**src/rtl/spfc_pkg.sv**
```systemverilog
// Shared types, constants and the CRC byte update for the servo packet framer.
`default_nettype none

package spfc_pkg;

   localparam int PARAM_COUNT_W    = 10;
   localparam int MAX_PARAMS_DEF   = 1023;
   localparam int QUEUE_DEPTH_DEF  = 4;

   localparam logic KIND_START = 1'b0;
   localparam logic KIND_PARAM = 1'b1;

   localparam logic [15:0] CRC_POLY = 16'h8005;

   // Byte positions within one packet as seen by the output sequencer.
   typedef enum logic [9:0] {
      PH_SYNC0  = 10'b00_0000_0001,
      PH_SYNC1  = 10'b00_0000_0010,
      PH_SYNC2  = 10'b00_0000_0100,
      PH_RSVD   = 10'b00_0000_1000,
      PH_ID     = 10'b00_0001_0000,
      PH_LEN_LO = 10'b00_0010_0000,
      PH_LEN_HI = 10'b00_0100_0000,
      PH_BODY   = 10'b00_1000_0000,
      PH_CRC_LO = 10'b01_0000_0000,
      PH_CRC_HI = 10'b10_0000_0000
   } phase_type;

   localparam logic [7:0] HDR_SYNC  = 8'hFF;
   localparam logic [7:0] HDR_SYNC2 = 8'hFD;
   localparam logic [7:0] HDR_RSVD  = 8'h00;
   localparam logic [15:0] LEN_EXTRA = 16'd3;

   typedef struct packed {
      logic                     kind;
      logic [7:0]               device_id;
      logic [7:0]               instruction;
      logic [PARAM_COUNT_W-1:0] param_count;
      logic [7:0]               param_byte;
   } req_type;

   typedef struct packed {
      logic [7:0] out_byte;
      logic       last;
   } rsp_type;

   // One classified command handed from the front to the back.
   typedef struct packed {
      logic                     is_start;
      logic                     close;
      logic [7:0]               device_id;
      logic [7:0]               instruction;
      logic [PARAM_COUNT_W-1:0] count;
      logic [7:0]               data;
   } cmd_type;

   function automatic logic [15:0] crc16_feed(input logic [15:0] crc, input logic [7:0] b);
      logic [15:0] c;
      c = crc ^ {b, 8'h00};
      for (int k = 0; k < 8; k++) begin
         if (c[15]) begin
            c = {c[14:0], 1'b0} ^ CRC_POLY;
         end else begin
            c = {c[14:0], 1'b0};
         end
      end
      return c;
   endfunction

endpackage

`default_nettype wire

```
**src/rtl/spfc_front.sv**
```systemverilog
// Front end: accepts request words, tracks the open packet and queues commands.
`default_nettype none

module spfc_front
   import spfc_pkg::*;
#(
   parameter int MAX_PARAMS = MAX_PARAMS_DEF
) (
   input  wire logic    clock,
   input  wire logic    reset,
   input  wire logic    req_valid,
   output logic         req_stall,
   input  wire req_type req_data,
   input  wire logic    queue_full,
   output logic         push,
   output cmd_type      push_cmd
);

   localparam logic [16:0] MAX_LIMIT = 17'(MAX_PARAMS);

   logic [PARAM_COUNT_W-1:0] remaining_ff, remaining_in;
   logic [PARAM_COUNT_W-1:0] sat_count;
   logic                     accept;
   logic                     is_start;

   assign req_stall = queue_full;
   assign accept    = req_valid && !queue_full;
   assign is_start  = (req_data.kind == KIND_START);

   always_comb begin
      if (17'(req_data.param_count) > MAX_LIMIT) begin
         sat_count = MAX_LIMIT[PARAM_COUNT_W-1:0];
      end else begin
         sat_count = req_data.param_count;
      end
   end

   // A parameter word with no packet open is accepted and simply dropped.
   assign push = accept && (is_start || (remaining_ff != '0));

   always_comb begin
      push_cmd.is_start    = is_start;
      push_cmd.device_id   = req_data.device_id;
      push_cmd.instruction = req_data.instruction;
      push_cmd.count       = sat_count;
      push_cmd.data        = req_data.param_byte;
      if (is_start) begin
         push_cmd.close = (sat_count == '0);
      end else begin
         push_cmd.close = (remaining_ff == PARAM_COUNT_W'(1));
      end
   end

   always_comb begin
      remaining_in = remaining_ff;
      if (push) begin
         if (is_start) begin
            remaining_in = sat_count;
         end else begin
            remaining_in = remaining_ff - PARAM_COUNT_W'(1);
         end
      end
   end

   always_ff @(posedge clock) begin
      if (reset) begin
         remaining_ff <= '0;
      end else begin
         remaining_ff <= remaining_in;
      end
   end

endmodule

`default_nettype wire

```
**src/rtl/spfc_queue.sv**
```systemverilog
// Short command queue decoupling the front end from the byte sequencer.
`default_nettype none

module spfc_queue
   import spfc_pkg::*;
#(
   parameter int DEPTH = QUEUE_DEPTH_DEF
) (
   input  wire logic    clock,
   input  wire logic    reset,
   input  wire logic    push,
   input  wire cmd_type push_cmd,
   input  wire logic    pop,
   output logic         empty,
   output logic         full,
   output cmd_type      head
);

   localparam int PTR_W = (DEPTH > 1) ? $clog2(DEPTH) : 1;
   localparam int CNT_W = $clog2(DEPTH + 1);
   localparam logic [PTR_W-1:0] LAST_PTR = PTR_W'(DEPTH - 1);

   cmd_type             slot_ff [DEPTH];
   logic [PTR_W-1:0]    wr_ptr_ff, wr_ptr_in;
   logic [PTR_W-1:0]    rd_ptr_ff, rd_ptr_in;
   logic [CNT_W-1:0]    count_ff, count_in;

   assign empty = (count_ff == '0);
   assign full  = (count_ff == CNT_W'(DEPTH));
   assign head  = slot_ff[rd_ptr_ff];

   always_comb begin
      wr_ptr_in = wr_ptr_ff;
      rd_ptr_in = rd_ptr_ff;
      count_in  = count_ff;
      if (push) begin
         wr_ptr_in = (wr_ptr_ff == LAST_PTR) ? '0 : wr_ptr_ff + PTR_W'(1);
      end
      if (pop) begin
         rd_ptr_in = (rd_ptr_ff == LAST_PTR) ? '0 : rd_ptr_ff + PTR_W'(1);
      end
      if (push && !pop) begin
         count_in = count_ff + CNT_W'(1);
      end else if (pop && !push) begin
         count_in = count_ff - CNT_W'(1);
      end
   end

   always_ff @(posedge clock) begin
      if (reset) begin
         wr_ptr_ff <= '0;
         rd_ptr_ff <= '0;
         count_ff  <= '0;
      end else begin
         wr_ptr_ff <= wr_ptr_in;
         rd_ptr_ff <= rd_ptr_in;
         count_ff  <= count_in;
      end
   end

   always_ff @(posedge clock) begin
      if (push) begin
         slot_ff[wr_ptr_ff] <= push_cmd;
      end
   end

   a_no_push_when_full : assert property (@(posedge clock) disable iff (reset)
      full |-> !push)
      else $error("command pushed into a full queue");

   a_no_pop_when_empty : assert property (@(posedge clock) disable iff (reset)
      empty |-> !pop)
      else $error("command popped from an empty queue");

endmodule

`default_nettype wire

```
**src/rtl/spfc_back.sv**
```systemverilog
// Back end: expands queued commands into packet bytes and keeps the running CRC.
`default_nettype none

module spfc_back
   import spfc_pkg::*;
(
   input  wire logic    clock,
   input  wire logic    reset,
   input  wire logic    empty,
   input  wire cmd_type head,
   output logic         pop,
   output logic         rsp_valid,
   input  wire logic    rsp_stall,
   output rsp_type      rsp_data
);

   logic                mid_ff, mid_in;
   phase_type           phase_ff, phase_in;
   logic [15:0]         crc_ff, crc_in;
   logic                out_valid_ff, out_valid_in;
   rsp_type             out_ff;
   rsp_type             out_in;
   logic                load;
   logic                emit;
   logic                done;
   phase_type           eff_phase;
   phase_type           next_phase;
   logic [15:0]         crc_base;
   logic [15:0]         len;

   assign rsp_valid = out_valid_ff;
   assign rsp_data  = out_ff;

   // The output register takes a new word whenever it is empty or being drained.
   assign load = !out_valid_ff || !rsp_stall;
   assign emit = load && !empty;

   // A parameter command enters the sequence at the body position.
   assign eff_phase = mid_ff ? phase_ff : (head.is_start ? PH_SYNC0 : PH_BODY);
   assign crc_base  = (eff_phase == PH_SYNC0) ? 16'h0000 : crc_ff;
   assign len       = 16'(head.count) + LEN_EXTRA;

   always_comb begin
      out_in.last = (eff_phase == PH_CRC_HI);
      unique case (eff_phase)
         PH_SYNC0  : out_in.out_byte = HDR_SYNC;
         PH_SYNC1  : out_in.out_byte = HDR_SYNC;
         PH_SYNC2  : out_in.out_byte = HDR_SYNC2;
         PH_RSVD   : out_in.out_byte = HDR_RSVD;
         PH_ID     : out_in.out_byte = head.device_id;
         PH_LEN_LO : out_in.out_byte = len[7:0];
         PH_LEN_HI : out_in.out_byte = len[15:8];
         PH_BODY   : out_in.out_byte = head.is_start ? head.instruction : head.data;
         PH_CRC_LO : out_in.out_byte = crc_ff[7:0];
         PH_CRC_HI : out_in.out_byte = crc_ff[15:8];
         default   : out_in.out_byte = HDR_RSVD;
      endcase
   end

   always_comb begin
      unique case (eff_phase)
         PH_SYNC0  : next_phase = PH_SYNC1;
         PH_SYNC1  : next_phase = PH_SYNC2;
         PH_SYNC2  : next_phase = PH_RSVD;
         PH_RSVD   : next_phase = PH_ID;
         PH_ID     : next_phase = PH_LEN_LO;
         PH_LEN_LO : next_phase = PH_LEN_HI;
         PH_LEN_HI : next_phase = PH_BODY;
         PH_BODY   : next_phase = PH_CRC_LO;
         PH_CRC_LO : next_phase = PH_CRC_HI;
         PH_CRC_HI : next_phase = PH_SYNC0;
         default   : next_phase = PH_SYNC0;
      endcase
   end

   assign done = ((eff_phase == PH_BODY) && !head.close) || (eff_phase == PH_CRC_HI);
   assign pop  = emit && done;

   always_comb begin
      mid_in       = mid_ff;
      phase_in     = phase_ff;
      crc_in       = crc_ff;
      out_valid_in = out_valid_ff;
      if (load) begin
         out_valid_in = !empty;
      end
      if (emit) begin
         mid_in   = !done;
         phase_in = next_phase;
         if ((eff_phase != PH_CRC_LO) && (eff_phase != PH_CRC_HI)) begin
            crc_in = crc16_feed(crc_base, out_in.out_byte);
         end
      end
   end

   always_ff @(posedge clock) begin
      if (reset) begin
         mid_ff       <= 1'b0;
         phase_ff     <= PH_SYNC0;
         crc_ff       <= '0;
         out_valid_ff <= 1'b0;
      end else begin
         mid_ff       <= mid_in;
         phase_ff     <= phase_in;
         crc_ff       <= crc_in;
         out_valid_ff <= out_valid_in;
      end
   end

   always_ff @(posedge clock) begin
      if (emit) begin
         out_ff <= out_in;
      end
   end

   a_mid_has_command : assert property (@(posedge clock) disable iff (reset)
      mid_ff |-> !empty)
      else $error("sequencer is part way through a command that left the queue");

   a_phase_in_range : assert property (@(posedge clock) disable iff (reset)
      mid_ff |-> ($onehot(phase_ff) && phase_ff != PH_SYNC0))
      else $error("sequencer phase out of range");

endmodule

`default_nettype wire

```
**src/rtl/servo_packet_framer_crc16.sv**
```systemverilog
// Top level of the servo packet framer with CRC-16 trailer.
//
//   channel | direction | handshake             | payload
//   req     | in        | req_valid / req_stall | req_type: kind, id, instruction, count, byte
//   rsp     | out       | rsp_valid / rsp_stall | rsp_type: out_byte, last
//
// Each parameter word yields one byte; the word that closes a packet
// adds two CRC bytes, and a start word yields eight bytes (ten with no parameters).
// The output sequencer emits one byte per cycle unless rsp stalls; the command queue
// absorbs the difference, and req_stall rises only while the queue is full.
// Reset is synchronous and clears the queue, the packet tracking and the CRC.
// A stall on rsp holds the output word; the front keeps accepting until the queue fills.
`default_nettype none

module servo_packet_framer_crc16
   import spfc_pkg::*;
#(
   parameter int MAX_PARAMS  = MAX_PARAMS_DEF,
   parameter int QUEUE_DEPTH = QUEUE_DEPTH_DEF
) (
   input  wire logic    clock,
   input  wire logic    reset,
   input  wire logic    req_valid,
   output logic         req_stall,
   input  wire req_type req_data,
   output logic         rsp_valid,
   input  wire logic    rsp_stall,
   output rsp_type      rsp_data
);

   logic    push;
   cmd_type push_cmd;
   logic    pop;
   logic    empty;
   logic    full;
   cmd_type head;

   spfc_front #(
      .MAX_PARAMS (MAX_PARAMS)
   ) u_front (
      .clock      (clock),
      .reset      (reset),
      .req_valid  (req_valid),
      .req_stall  (req_stall),
      .req_data   (req_data),
      .queue_full (full),
      .push       (push),
      .push_cmd   (push_cmd)
   );

   spfc_queue #(
      .DEPTH (QUEUE_DEPTH)
   ) u_queue (
      .clock    (clock),
      .reset    (reset),
      .push     (push),
      .push_cmd (push_cmd),
      .pop      (pop),
      .empty    (empty),
      .full     (full),
      .head     (head)
   );

   spfc_back u_back (
      .clock     (clock),
      .reset     (reset),
      .empty     (empty),
      .head      (head),
      .pop       (pop),
      .rsp_valid (rsp_valid),
      .rsp_stall (rsp_stall),
      .rsp_data  (rsp_data)
   );

endmodule

`default_nettype wire

```
**config.mk**
```make
export PLATFORM = sky130hd
export DESIGN_NAME = servo_packet_framer_crc16
export DESIGN_NICKNAME = d
export VERILOG_FILES = /design/src/rtl/spfc_pkg.sv /design/src/rtl/spfc_front.sv /design/src/rtl/spfc_queue.sv /design/src/rtl/spfc_back.sv /design/src/rtl/servo_packet_framer_crc16.sv
export SDC_FILE = /design/constraint.sdc
export NUM_CORES = 1
export LEC_CHECK = 0
export BUFFER_PORTS_ARGS = -buffer_cell sky130_fd_sc_hd__buf_2
export CELL_PAD_IN_SITES_DETAIL_PLACEMENT = 0
export CELL_PAD_IN_SITES_GLOBAL_PLACEMENT = 1
export CORE_MARGIN = 3
export CORE_UTILIZATION = 55
export CTS_BUF_LIST = sky130_fd_sc_hd__clkbuf_4
export DETAILED_ROUTE_END_ITERATION = 6
export PLACE_DENSITY = 0.83
export SYNTH_ARGS = -nofsm -noshare
export SYNTH_HDL_FRONTEND = slang
export SYNTH_SLANG_ARGS = --single-unit
```
**constraint.sdc**
```tcl
create_clock -name clock -period 5.5 [get_ports clock]
set_clock_uncertainty 0.1 [all_clocks]
set_input_delay 0.55 -clock clock [delete_from_list [all_inputs] [get_ports clock]]
set_output_delay 0.55 -clock clock [all_outputs]
set_load 0.02 [all_outputs]
```
After elaboration in Yosys (flattened, before gate mapping)

Memory sizes are Yosys's and may differ from the RTL's. A register that Yosys moved wholly into a read port is not among the register bits.
Cells that the tools add are included.

Register bits after elaboration: 54
RAM bits: 144
Output and inout port bits: 11
Memories: 1

Memories:

| memory          | words | bits a word | read ports | clocked after Yosys merged registers in | write ports | line             | text |
|---|---|---|---|---|---|---|---|
| u_queue.slot_ff | 4     | 36          | 1          | 1                                       | 1           | spfc_queue.sv:23 | `cmd_type slot_ff [DEPTH];` |

Add/sub/neg operators: 6
Equal/unequal tests: 16
Muxes and demuxes: 38
Bitwise operators: 10
Reductions and logical operators: 25

Operator list:

| cell                                                | number |
|---|---|
| 2-to-1 mux 16 bit                                   | 23 |
| one-hot mux 10 bit (9 select lines)                 | 1 |
| one-hot mux 8 bit (8 select lines)                  | 1 |
| NOT 3 bit                                           | 8 |
| == test 10 x 1 -> 1 bit (second input constant)     | 2 |
| 2-to-1 mux 10 bit                                   | 2 |
| 2-to-1 mux 8 bit                                    | 2 |
| XOR 16 bit                                          | 1 |
| adder 10 x 2 -> 11 bit (second input constant)      | 1 |
| == test 10 bit (second input constant)              | 1 |
| == test 10 x 2 -> 1 bit (second input constant)     | 1 |
| == test 10 x 3 -> 1 bit (second input constant)     | 1 |
| == test 10 x 4 -> 1 bit (second input constant)     | 1 |
| == test 10 x 5 -> 1 bit (second input constant)     | 1 |
| == test 10 x 6 -> 1 bit (second input constant)     | 1 |
| == test 10 x 7 -> 1 bit (second input constant)     | 1 |
| == test 10 x 8 -> 1 bit (second input constant)     | 1 |
| == test 10 x 9 -> 1 bit (second input constant)     | 1 |
| logical NOT 10 bit                                  | 1 |
| != test 10 bit (second input constant)              | 1 |
| != test 10 x 9 -> 1 bit (second input constant)     | 1 |
| nonzero test 10 bit                                 | 1 |
| subtractor 10 x 1 -> 10 bit (second input constant) | 1 |
| logical AND 1 bit                                   | 8 |
| 15 further kinds                                    | 32 |

Logic depth before layout (Yosys ltp)

Gate-level depths: netlist of the first run.

Word-level depth: 36
Gate-level depth with buffers: 14
Mapped depth without buffers: 13

Modules after synthesis

From an unflattened synthesis of the first run, not the netlist that was laid out.

Cell total of the unflattened synthesis: 653
Area total of the unflattened synthesis: 9,226.3 um2

Modules (own cells, without submodules):

| module     | times used | cells an instance | area each (um2) |
|---|---|---|---|
| spfc_queue | 1          | 232               | 5,689.2 |
| spfc_back  | 1          | 292               | 2,543.7 |
| spfc_front | 1          | 129               | 993.5 |

Least setup slack after synthesis of the first run

OpenSTA, ideal clock, no wires.

Kind: register -> register
Start point: register (tool-made name)
End point: register u_back.crc_ff[15]
Data arrival time: 3.395 ns
Required time: 5.269 ns
Slack: 1.875 ns
Cell stages (with the launch flop): 15
Path buffers: 3
Period minus slack after synthesis: 3.625 ns
Cell sequence: dfxtp_1 -> buf_6 -> mux4_2 -> buf_6 -> or2_1 -> buf_6 -> a21o_1 -> or4_4 -> nand3_2 -> xnor2_2 -> xnor2_4 -> xor2_2 -> or4_1 -> o211ai_1 -> a21oi_2

RTL lines:

| element              | line             | text |
|---|---|---|
| to (signal assigned) | spfc_back.sv:105 | `crc_ff <= crc_in;` |
| to (decl)            | spfc_back.sv:19  | `logic [15:0] crc_ff, crc_in;` |

==> results of run 1 <==
## flip-flops by register name, indices dropped and copies added, names as in the netlist, named ones only
register,cells
u_queue.wr_ptr_ff,2
u_queue.count_ff,3
u_back.rsp_valid,1
u_front.remaining_ff,10
u_back.rsp_data,9
u_back.phase_ff,10
u_back.crc_ff,16
u_queue.slot_ff,144
u_queue.rd_ptr_ff,2
u_back.mid_ff,1
## timing repair
item | CTS | global route
hold buffers | 5 | 2
hold endpoints to repair | 19 | 8
resized for setup | 0 | 0
## area by class of cell
cell class,instances,area (um^2),area share
multi-input cells,388,3064,0.3178
clock inverters,15,173.9,0.01804
inverters,21,78.83,0.008174
well taps,211,264.0,0.02738
repair buffers,67,397.9,0.04126
clock buffers,17,127.6,0.01323
flip-flops and latches,200,5537,0.5742
## layer usage
layer,vias to the layer above,GRT usage,part of all wire
met3,25,0.05551,0.066
met5,-,0,0
li1,2539,-,-
met4,0,0.06755,0.016
met2,185,0.3473,0.50
met1,2736,0.2727,0.42
## worst max-delay path by stage
stage	startpoint	end	slack (ps)	cells after the start
after global routing	flop	u_back.crc_ff[15]$_SDFFE_PP0P_	700	11
after detailed placement	flop	u_back.crc_ff[15]$_SDFFE_PP0P_	1270	11
final	flop	u_back.crc_ff[15]$_SDFFE_PP0P_	1170	11
after CTS	flop	u_back.crc_ff[15]$_SDFFE_PP0P_	1230	11
after floorplan	flop	u_back.crc_ff[15]$_SDFFE_PP0P_	1870	14
after global placement	flop	u_back.crc_ff[15]$_SDFFE_PP0P_	1330	11
## synth_stat cells, drive strengths merged, types with 5 or more instances
library cell / n
buf: 10
nand4: 8
ha: 9
edfxtp: 153
nor2b: 6
mux2i: 13
a21oi: 40
clkbuf: 24
nor2: 49
a22oi: 5
inv: 19
xor2: 20
dfxtp: 47
xnor2: 18
nand2: 48
mux4: 34
o21ai: 18
nor4: 8
nand3: 20
and2: 7
nor3: 13
a211oi: 19
## logic make-up (layout without fill, tap and decap cells)
kind of cell / after synthesis / after routing / synth area share
AO/OA/AOI/OAI: 107 / 107 / 0.07928
XOR/XNOR: 40 / 40 / 0.04734
adder cells (fa/ha/maj): 10 / 10 / 0.01498
buffers and inverters: 55 / 120 / 0.02883
flip-flops: 200 / 200 / 0.6251
multiplexers: 51 / 51 / 0.1063
AND/OR/NAND/NOR: 180 / 180 / 0.09821
## power breakdown
group	switching [mW]	internal (mW)	total [mW]
Clock	0.537	0.252	0.789
Combinational	1.13	0.845	1.97
Sequential	0.154	1.90	2.05
## critical path: cells and delay by family, from the launching register on
family	cells	cell delay (ps)
AO/OA/AOI/OAI	6	1460
XOR/XNOR	2	780
buffers and inverters	1	310
flip-flops	1	630
multiplexers	1	370
AND/OR/NAND/NOR	1	530
==> results.txt, run 1 <==
----------------------------------------------------
[Place]
  HPWL reported at the end of detailed placement ... ~12 mm
  Number of placed instances with taps included ... just under 900
  Total of buffers placed on input and output ports ... between 40 and 50
  Post-place setup slack ... 1270 ps
  Global placer's final weighted congestion ... slightly below 0.9
  DP Area ... ~9300 um^2

[Layout]
  Layout area overhead ... 8.902%
  Final standard cell area without fillers ... between 9000 and 10000 um^2
  Most common library cell in the layout ignoring fill and taps ... sky130_fd_sc_hd__edfxtp_1
  Final antenna diode count ... 0
  Share of layout cells above drive strength 1 ... 0.2020
  Post-layout util ... 0.6228
  Post-route non-filler standard cell count ... 919
  Count of nets after finishing ... 744
  Final-layout fill cell count ... about 1200
  Commonest cells after routing, fill and taps aside ... sky130_fd_sc_hd__edfxtp_1, sky130_fd_sc_hd__nor2_1, sky130_fd_sc_hd__buf_2

[Synth]
  Top cells by area in the synthesized netlist ... sky130_fd_sc_hd__edfxtp_1, sky130_fd_sc_hd__dfxtp_1, sky130_fd_sc_hd__mux4_2, sky130_fd_sc_hd__a21oi_1, sky130_fd_sc_hd__nor2_1
  Top_reg_cell synth ... sky130_fd_sc_hd__edfxtp_1
  Yosys Warn Count ... 0
  Number of enable-type register cells in the synthesized netlist ... between 150 and 200
  Cell type with the largest total area after synthesis ... sky130_fd_sc_hd__edfxtp_1
  Post-synthesis cell type count ... between 60 and 70
  Mean Syn Cell Area ... 13.77 um^2
  Share of the synthesized area in the top cell type ... 0.5189
  Proportion of synthesized chip area in sequential cells ... 0.6251
  Proportion of synthesized flip-flops having asynchronous set or reset ... 0
  Number of flip-flops and latches in the synthesized netlist ... 200
  Post-synthesis net count ... 692
  Synth Instances ... 643
  Netlist area before placement ... between 8000 and 9000 um^2

[Worst setup path]
  Critical register-to-register path endpoint ... u_back.crc_ff[15]$_SDFFE_PP0P_
  Worst Reg-to-Reg Cells ... 11
  Library cell appearing most often on the critical path ... sky130_fd_sc_hd__o211ai_1
  Cell Chain, Critical Path ... buf_4, mux2_2, a22oi_1, o211ai_1, a2111oi_0, o21ai_0, xnor2_1, xnor3_1, or4_1, o211ai_1, a21oi_2
  Worst R2R Setup Slack ... about 1200 ps
  CP max stage delay ... 630 ps
  Largest driver fanout on the critical path ... 12
  Crit path capture type ... flop
  Critical path start-end classification ... flop to flop
  Startpoint class of the critical path ... flop
  Data required, critical path ... about 5900 ps
  Arrival time at the worst endpoint ... 4690 ps
  Cell at the slowest stage of the critical path ... sky130_fd_sc_hd__dfxtp_1

[STA]
  Total count of max-transition violations in the final report ... 0
  F_max ... between 0.2 and 0.25 GHz
  Post-route setup slack ... 1173 ps
  Tightest slew margin relative to the limit ... 0.3635
  Setup repair after global routing missed its margin ... no
  Post-layout minimum cycle time ... roughly 4300 ps
  Post-Route Setup TNS ... 0 ps
  Smallest hold slack ... between 50 and 60 ps
  Post-route clock period utilization ... 0.7867
  Number of failing hold endpoints at the final stage ... 0
  Final setup viols ... 0
  Slew @ Worst Pin ... 942.5 ps

[Run status]
  Status ... complete, no violations

[Floorplanning]
  Area of the core ... 15480 um^2
  Die Y-Extent ... around 130 um
  Initial cell density of the core ... 0.5719
  Ports placed on the boundary ... 50
  Area enclosed by the die boundary ... between 15000 and 20000 um^2
  Count of standard-cell rows ... 45
  Die extent in x ... approximately 130 um

[Global routing]
  Global route total overflow ... 0
  Via count of the first global-routing pass ... roughly 5200
  First-pass GRT wire length ... ~28 mm
  Largest net degree at the start of global routing ... 46
  Overall Global Routing Usage ... 0.2099
  Initial antenna violation count ... 0

[Min path]
  Cell count of the worst hold path ... 1
  Hold wc startpoint ... req_data[20]
  Destination of the worst hold path ... u_queue.slot_ff[3][20]$_DFFE_PP_
  Kind of path behind the tightest hold check ... primary input to flop

[Clock network]
  TritonCTS clock tree ... built
  Clock insertion delay at the later pin of the skew report ... 600 ps
  CTS clk-pin slew, worst paths ... ~160 ps
  Number of CTS-inserted buffers ... 17
  Number of levels in the clock H-tree ... 4
  Buffer count from post-CTS setup fixing ... 0
  Clock sink count ... 200
  Buffer cell driving the clock tree root ... sky130_fd_sc_hd__clkbuf_4
  Number of buffers between clock root and the deepest sink ... 2

[Power]
  Power, Total ... between 4 and 5 mW
  VDD IR max ... 0.0002964 V
  Leakage power summed over all cells ... about 3.3 nW
  Total power density per cell area ... 499.4 nW/um^2

[Detailed routing]
  Via density ... approximately 6.0
  DR vias ... ~5500
  Final antenna-violating net count ... 0
  Routed wire length per instance ... about 20 um
  Drt pass-1 iters ... 4
  Total length of routed wires ... around 18 mm
  1st-iter DRT viols ... just over 400
  Number of design rule violations left after detail routing ... 0

[Flow run]
  Maximum capacitance violations ... 0

----------------------------------------------------
No activity file was read; power rests on OpenSTA's default activity.
==> run 2: changes to the inputs <==
Settings changed: CORE_UTILIZATION 55 to 53, PLACE_DENSITY 0.83 to 0.8.
Clock period 5.5 ns to 4.17 ns, I/O delays scaled along.
==> results.txt, run 2 (synthesis gave the netlist of run 1 again) <==
----------------------------------------------------
[Run status]
  Status ... complete, no violations

[Worst setup path]
  Worst Reg-to-Reg Cells ... 10
  Arrival time at the worst endpoint ... 4120 ps
  Combined buffer and inverter count along the critical path ... 0
  Cell at the slowest stage of the critical path ... sky130_fd_sc_hd__edfxtp_1
  Cell Chain, Critical Path ... mux2_2, a22oi_1, o211ai_1, a2111oi_0, o21ai_0, xnor2_1, xnor3_1, or4_1, o211ai_1, a21oi_2
  Library cell appearing most often on the critical path ... sky130_fd_sc_hd__o211ai_1
  CP max stage delay ... ~540 ps
  Startpoint class of the critical path ... flop
  Crit path capture type ... flop
  Reg-to-reg critical path startpoint ... u_queue.slot_ff[1][35]$_DFFE_PP_
  Category of cells accounting for the largest share of critical-path delay ... compound AO/OA/AOI/OAI gates
  Critical path start-end classification ... flop to flop
  Critical register-to-register path endpoint ... u_back.crc_ff[15]$_SDFFE_PP0P_
  Data required, critical path ... 4520 ps
  Largest driver fanout on the critical path ... 5
  Worst R2R Setup Slack ... 400 ps

[Clock network]
  Buffer cell driving the clock tree root ... sky130_fd_sc_hd__clkbuf_4
  Number of buffers between clock root and the deepest sink ... 2
  Number of CTS-inserted buffers ... 17
  Clock sink count ... 200
  TritonCTS clock tree ... built
  Clock insertion delay at the later pin of the skew report ... roughly 590 ps
  Number of levels in the clock H-tree ... 4
  CTS clk-pin slew, worst paths ... 170 ps

[Layout]
  Layout area overhead ... 12.65%
  Commonest cells after routing, fill and taps aside ... sky130_fd_sc_hd__edfxtp_1, sky130_fd_sc_hd__nor2_1, sky130_fd_sc_hd__buf_2
  Count of nets after finishing ... a little under 800
  Most common library cell in the layout ignoring fill and taps ... sky130_fd_sc_hd__edfxtp_1
  Share of layout cells above drive strength 1 ... 0.2008
  Biggest regs ... u_queue.slot_ff: 144 flops, u_back.crc_ff: 16 flops
  Post-layout util ... 0.6189
  Max reg flops ... roughly 140
  Top reg by flops ... u_queue.slot_ff
  Multi-input gate area in the final layout ... 3064 um^2
  Post-route non-filler standard cell count ... 959
  Footprint of the flip-flops and latches ... 5539 um^2
  Final-layout fill cell count ... 1270

[Place]
  Global placer's final weighted congestion ... 0.8725
  Number of placed instances with taps included ... ~890
  HPWL reported at the end of detailed placement ... ~13 mm
  Total of buffers placed on input and output ports ... 49
  Post-place setup slack ... around 330 ps

[STA]
  Post-layout minimum cycle time ... roughly 3800 ps
  Post-Route Setup TNS ... 0 ps
  F_max ... around 0.27 GHz
  Total count of max-transition violations in the final report ... 0
  Final setup viols ... 0
  Post-route setup slack ... ~400 ps
  Slew @ Worst Pin ... about 1300 ps
  Setup repair after global routing missed its margin ... no
  Tightest slew margin relative to the limit ... 0.1330
  Number of failing hold endpoints at the final stage ... 0
  Post-route clock period utilization ... 0.9037

[Min path]
  Cell count of the worst hold path ... 4
  Destination of the worst hold path ... u_queue.wr_ptr_ff[0]$_SDFFE_PP0P_
  Hold wc startpoint ... req_valid
  Kind of path behind the tightest hold check ... primary input to flop

[Floorplanning]
  Initial cell density of the core ... 0.5495
  Area of the core ... ~16000 um^2
  Ports placed on the boundary ... 50
  Die extent in x ... between 100 and 150 um
  Die Y-Extent ... 135.3 um
  Area enclosed by the die boundary ... 18290 um^2
  Count of standard-cell rows ... 46

[Global routing]
  First-pass GRT wire length ... a little under 30 mm
  Overall Global Routing Usage ... 0.2128
  Global route total overflow ... 0
  Initial antenna violation count ... 1
  Largest net degree at the start of global routing ... 46
  Via count of the first global-routing pass ... between 5000 and 6000

[Detailed routing]
  Total length of routed wires ... around 18 mm
  DR vias ... between 5000 and 6000
  Final antenna-violating net count ... 0
  1st-iter DRT viols ... approximately 490
  Drt pass-1 iters ... 5
  Number of design rule violations left after detail routing ... 0
  Via density ... a little under 6
  Routed wire length per instance ... 19.17 um

[Power]
  Power, Total ... 6.393 mW
  Leakage power summed over all cells ... ~3.4 nW
  Total power density per cell area ... roughly 640 nW/um^2
  VDD IR max ... between 0.0004 and 0.0005 V

[Flow run]
  Maximum capacitance violations ... 0

----------------------------------------------------
-- run 2: cell count changes in the layout (fill, tap and decap cells not counted), sizes merged --
cell | before | now
clkinvlp | 0 | 2
bufinv | 1 | 0
buf | 60 | 66
diode | 0 | 1
dlygate4sd3 | 7 | 35
clkinv | 8 | 7
-- run 2: stage by stage --
stage,hold slack [ps],instance area (um^2)
CTS,167.2,9970
global placement,354.0,9335
floorplan,345.4,8855
finish,205.1,9975
global route,172.3,9975
detailed placement,368.6,9335
-- run 2: how the worst max path moves through the flow --
stage	cells past startpoint	end	slack (ps)	from
global route	12	u_back.crc_ff[15]$_SDFFE_PP0P_	60	flop
detailed placement	11	u_back.crc_ff[15]$_SDFFE_PP0P_	330	flop
global placement	11	u_back.crc_ff[15]$_SDFFE_PP0P_	400	flop
finish	10	u_back.crc_ff[15]$_SDFFE_PP0P_	400	u_queue.slot_ff[1][35]$_DFFE_PP_
floorplan	14	u_back.crc_ff[15]$_SDFFE_PP0P_	540	flop
CTS	11	u_back.crc_ff[15]$_SDFFE_PP0P_	300	flop
-- run 2: area by class of cell --
type / count / area share
clock buffers: 17 / 0.01279
inverters: 21 / 0.007903
well taps: 216 / 0.02709
clock inverters: 15 / 0.01568
multi-input cells: 388 / 0.3072
repair buffers: 101 / 0.07376
diodes: 1 / 0.0002509
flip-flops and latches: 200 / 0.5553
-- run 2: routing by layer --
| layer | vias up | GRT usage | wire, um |
|---|---|---|---|
| met5 | - | 0 | 0 |
| met4 | 0 | 0.06103 | 286 |
| met3 | 21 | 0.04606 | 898 |
| li1 | 2611 | - | - |
| met1 | 2736 | 0.2988 | 8208 |
| met2 | 175 | 0.3396 | 8989 |
-- run 2: worst reg2reg max path, cell delays in order, from the launching register on --
cell,delay [ps]
sky130_fd_sc_hd__edfxtp_1,540
sky130_fd_sc_hd__mux2_2,320
sky130_fd_sc_hd__a22oi_1,300
sky130_fd_sc_hd__o211ai_1,250
sky130_fd_sc_hd__a2111oi_0,490
sky130_fd_sc_hd__o21ai_0,260
sky130_fd_sc_hd__xnor2_1,280
sky130_fd_sc_hd__xnor3_1,370
sky130_fd_sc_hd__or4_1,540
sky130_fd_sc_hd__o211ai_1,120
sky130_fd_sc_hd__a21oi_2,70
-- run 2: repair_timing --
item / CTS / global route
setup buffers: 0 / 0
gates resized for setup: 0 / 1
endpoints found under the setup margin: 0 / 2
endpoints found under the hold margin: 135 / 0
hold buffers: 35 / 0
-- run 2: where the power goes --
part           internal, mW  switching (mW)
Clock                 0.273           0.717
Sequential             2.51           0.199
Combinational          1.20            1.50
